===== config.mk =====
export PLATFORM = sky130hd
export DESIGN_NAME = ffd_to_fixed
export DESIGN_NICKNAME = d
export VERILOG_FILES = /design/src/hdl/ffd_pkg.sv /design/src/hdl/ffd_to_fixed.sv
export SDC_FILE = /design/constraint.sdc
export NUM_CORES = 1
export LEC_CHECK = 0
export BUFFER_PORTS_ARGS = -buffer_cell sky130_fd_sc_hd__clkbuf_2
export CAP_MARGIN = 40
export CORE_MARGIN = 3
export CORE_UTILIZATION = 45
export DETAILED_ROUTE_END_ITERATION = 6
export PLACE_DENSITY = 0.66
export SLEW_MARGIN = 30
export SYNTH_ARGS = -nofsm -noshare
export SYNTH_HDL_FRONTEND = slang
export SYNTH_SLANG_ARGS = --single-unit

===== constraint.sdc =====
create_clock -name vclk -period 11.92
set_clock_uncertainty 0.1 [all_clocks]
set_input_delay 1.192 -clock vclk [all_inputs]
set_output_delay 1.192 -clock vclk [all_outputs]
set_load 0.05 [all_outputs]

===== src/hdl/ffd_pkg.sv =====
`timescale 1ns / 1ps

package ffd_pkg;

	localparam int MAX_FIELDS = 16;
	localparam int IDX_W = $clog2(MAX_FIELDS);
	localparam int CNT_W = IDX_W + 1;

	// stream commands
	localparam logic [1:0] CMD_BYTE  = 2'd0;
	localparam logic [1:0] CMD_DESC  = 2'd1;
	localparam logic [1:0] CMD_CLEAR = 2'd2;

	// configuration register indexes
	localparam logic REG_NUM_FIELDS = 1'b0;
	localparam logic REG_DEFAULT_BE = 1'b1;

	// field type codes
	localparam logic [3:0] TY_U8   = 4'd0;
	localparam logic [3:0] TY_U16  = 4'd1;
	localparam logic [3:0] TY_U32  = 4'd2;
	localparam logic [3:0] TY_I8   = 4'd3;
	localparam logic [3:0] TY_I16  = 4'd4;
	localparam logic [3:0] TY_I32  = 4'd5;
	localparam logic [3:0] TY_BOOL = 4'd6;
	localparam logic [3:0] TY_F32  = 4'd7;
	localparam logic [3:0] TY_F64  = 4'd8;

	localparam logic [63:0] Q_MAX = 64'h7FFF_FFFF_FFFF_FFFF;
	localparam logic [63:0] Q_MIN = 64'h8000_0000_0000_0000;

	// descriptor layout word: length, type, byte order, padding
	typedef struct packed {
		logic       padding;
		logic       big_endian;
		logic [3:0] ftype;
		logic [7:0] length;
	} layout_t;

	// length used when the descriptor gives zero
	function automatic logic [7:0] default_len(input logic [3:0] t);
		logic [7:0] r;
		case (t)
			TY_U16, TY_I16:         r = 8'd2;
			TY_U32, TY_I32, TY_F32: r = 8'd4;
			TY_F64:                 r = 8'd8;
			default:                r = 8'd1;
		endcase
		return r;
	endfunction

endpackage


===== src/hdl/ffd_to_fixed.sv =====
`timescale 1ns / 1ps

module ffd_to_fixed (
	input  logic [63:0] raw,
	input  logic [3:0]  ftype,
	output logic [63:0] q,
	output logic        sat
);
	import ffd_pkg::*;

	logic               neg;
	logic [10:0]        e;
	logic [51:0]        m;
	logic               e_max;
	logic               norm;
	logic [52:0]        sig;
	logic signed [12:0] mbits;
	logic signed [12:0] bias;
	logic signed [12:0] k;
	logic signed [12:0] s;
	logic signed [12:0] rs;
	logic [63:0]        mag;
	logic               ovf;
	logic               is64;

	// unpack float fields and place the significand
	always_comb begin
		is64 = (ftype == TY_F64);
		if (is64) begin
			neg   = raw[63];
			e     = raw[62:52];
			m     = raw[51:0];
			e_max = &raw[62:52];
			mbits = 13'sd52;
			bias  = 13'sd1023;
		end else begin
			neg   = raw[31];
			e     = {3'b0, raw[30:23]};
			m     = {29'b0, raw[22:0]};
			e_max = &raw[30:23];
			mbits = 13'sd23;
			bias  = 13'sd127;
		end
		norm = (e != 11'd0);
		sig  = {1'b0, m};
		if (norm) begin
			if (is64)
				sig[52] = 1'b1;
			else
				sig[23] = 1'b1;
		end
		// k is the weight of the top significand bit in the Q48.16 word
		k  = (norm ? $signed({2'b0, e}) : 13'sd1) - bias + 13'sd16;
		s  = k - mbits;
		rs = -s;
		if (neg)
			ovf = norm && ((k > 13'sd63) || ((k == 13'sd63) && (m != 52'd0)));
		else
			ovf = norm && (k > 13'sd62);
		if (s >= 13'sd0)
			mag = {11'b0, sig} << s[5:0];
		else if (rs >= 13'sd64)
			mag = 64'd0;
		else
			mag = {11'b0, sig} >> rs[5:0];
	end

	// select the conversion by type
	always_comb begin
		q   = 64'd0;
		sat = 1'b0;
		case (ftype)
			TY_U8:   q = {40'b0, raw[7:0], 16'b0};
			TY_U16:  q = {32'b0, raw[15:0], 16'b0};
			TY_U32:  q = {16'b0, raw[31:0], 16'b0};
			TY_I8:   q = {{40{raw[7]}}, raw[7:0], 16'b0};
			TY_I16:  q = {{32{raw[15]}}, raw[15:0], 16'b0};
			TY_I32:  q = {{16{raw[31]}}, raw[31:0], 16'b0};
			TY_BOOL: q = (raw != 64'd0) ? 64'h1_0000 : 64'd0;
			TY_F32, TY_F64: begin
				if (e_max) begin
					sat = 1'b1;
					q   = (m != 52'd0) ? 64'd0 : (neg ? Q_MIN : Q_MAX);
				end else if (ovf) begin
					sat = 1'b1;
					q   = neg ? Q_MIN : Q_MAX;
				end else begin
					q = neg ? (64'd0 - mag) : mag;
				end
			end
			default: q = 64'd0;
		endcase
	end

endmodule

==> impl_results.md <==
- Post-Synthesis Cells: 1,921
- Worst hold start: raw[5]
- Antenna viol nets, final: 0
- Initial antenna violation count: 3
- GP Congestion: 1.13
- Mapped Area: 0.0126 mm2
- Routed via count: 17.3k
- Max IR drop VDD: 0.129 mV
- Post-CTS Hold Buffers: 0
- Syn Area/Cell: between 6 and 7 um2
- Least-Margin Pin Slew: 0.975 ns
- WL per Instance: 31.3 um
- Via/cell ratio: 7.42
- Hold Fails Final Rpt: 0
- Maximum number of pins on one net before global-route repair: 78
- CP Class: in2out
- Setup ws final: 0.266 ns
- GRT Total Usage: a little under half
- Cell Rows: 60
- Slowest CP cell: a211oi_1
- Rel. slew slack: 34.5%
- CTS resizes: 0
- Largest stage delay, worst path: 0.78 ns
- Full die area: 0.0301 mm2
- Cell Pwr Density: 146 mW/mm2
- TritonRoute pass-1 iters: 7
- Pre-CTS setup slack: 0.742 ns
- Remaining DRCs: 1
- Commonest non-fill, non-tap cells in the layout: nand2_1 (288), nor2_1 (195), a21oi_1 (185), mux2i_1 (140), o21ai_0 (117)
- Top Ports: 133
- IO buf count: 133
- Starting density of the core: ~46%
- Core Region: roughly 0.027 mm2
- Final setup violation count: 0
- Leak Pwr: 5.66 nW
- Fin crit period: 11.65 ns
- Yosys warns: 0
- Layout net count: 2,038
- RSZ-0062 raised after global routing: false
- Register area share after synthesis: 0%
- Distinct cells, synth: approximately 100
- Initial DRC Count: 3,081
- Layout clock buffers: 0
- Post-CTS Setup Inserts: 0
- Seq_cells: 0
- Setup TNS: 0 ns
- Design Power: 2.10 mW
- Die Wd: 174 um
- Fin crit share: 97.8%
- Req. time, crit path: 10.63 ns
- Global-route wire length before repair: around 110,000 um
- Hold slack: 2.92 ns
- Total grt overflow: 0
- Vias in the first global route: 15.9k
- Fmax: 85.8 MHz
- Die Span Y: between 150 and 200 um
- DP Wirelength: approximately 57,000 um
- Max-cap violation count: 0
- Most common cell after layout, fill and taps aside: nand2_1
- Failing checks: design-rule violations
- Final WL: 72,800 um
- Worst EP arrival: 10.36 ns
- Status: finished with violations
- Hold depth: 4
- CP startpoint kind: input pin
- Endpoint type of the worst setup path: output port
- Hold Path End: q[21]
- Sequential cell area: 0 um2
- Layout cells sized above 1: 19.2%
- Area grow syn2layout: 13.7%
- Final Max Slew Viols: 0
- Hold Path Class: in2out
- Max FO, Critical Path: 11
## synth_stat cells (all sizes together) (42+ instances only)
library cell | instances | area, um2
a31oi | 42 | 269
xnor2 | 43 | 410
o21ai | 135 | 679
mux2 | 49 | 563
nand2 | 290 | 1090
nor3 | 59 | 300
mux4 | 58 | 1310
clkbuf | 110 | 413
a21oi | 190 | 958
nand3 | 59 | 300
nor2 | 197 | 739
buf | 58 | 273
mux2i | 143 | 1450
## per-stage QoR
| step | util (%) | area (um2) | instances |
|---|---|---|---|
| after floorplan | - | 12700 | 1922 |
| after global placement | 52.1 | 14200 | 2312 |
| after detailed placement | 52.6 | 14300 | 2323 |
| after CTS | 52.6 | 14300 | 2323 |
| after global routing | 52.7 | 14400 | 2325 |
| final | 52.7 | 14400 | 2326 |
## critical path, delay by kind of cell
family                     cells  cell delay (ns)
and+or+nand+nor               12             5.06
buffers and inverters          4             0.99
xor gates and xnor gates       1             0.16
adders and majority gates      2             0.76
AOI/OAI and AO/OA              6             2.15
## cell families after synthesis
kind of cell,share of synthesized area (%)
XOR/XNOR,6.17
AO/OA/AOI/OAI,31.4
AND/OR/NAND/NOR,28.3
buffers and inverters,6.19
multiplexers,26.3
adder cells (fa/ha/maj),1.54
other,0.0594
## worst max-delay path by stage
stage / startpoint / depth (start not counted) / endpoint
6_report: raw[24] / 25 / q[29]
5_1_grt: raw[23] / 29 / q[54]
4_1_cts: raw[23] / 25 / q[54]
3_5_place_dp: raw[23] / 25 / q[54]
3_3_place_gp: raw[56] / 25 / q[60]
2_1_floorplan: ftype[0] / 32 / q[26]
## metal layers
metal / part of all wire (%) / track usage [%] / vias to the layer above
met1: 38 / 60.3 / 8148
met5: 0 / 0 / -
met3: 14 / 11.9 / 304
met2: 41 / 67.2 / 1494
met4: 7.5 / 26.4 / 0
li1: - / - / 7324
## layout make-up
cell class / instances / area (um2)
diodes: 1 / 2.50
fillers: 2805 / 12900
inverters: 25 / 96.3
multi-input cells: 1729 / 12000
well taps: 372 / 465
repair buffers: 199 / 1770
## where the power goes
group / internal (mW) / leakage (nW) / switching [mW] / total (mW)
Sequential: 0 / 0 / 0 / 0
Combinational: 0.702 / 5.66 / 1.40 / 2.10
Clock: 0.00000000485 / 0.00000338 / 0 / 0.00000000485
No activity file was read; power rests on OpenSTA's default activity.
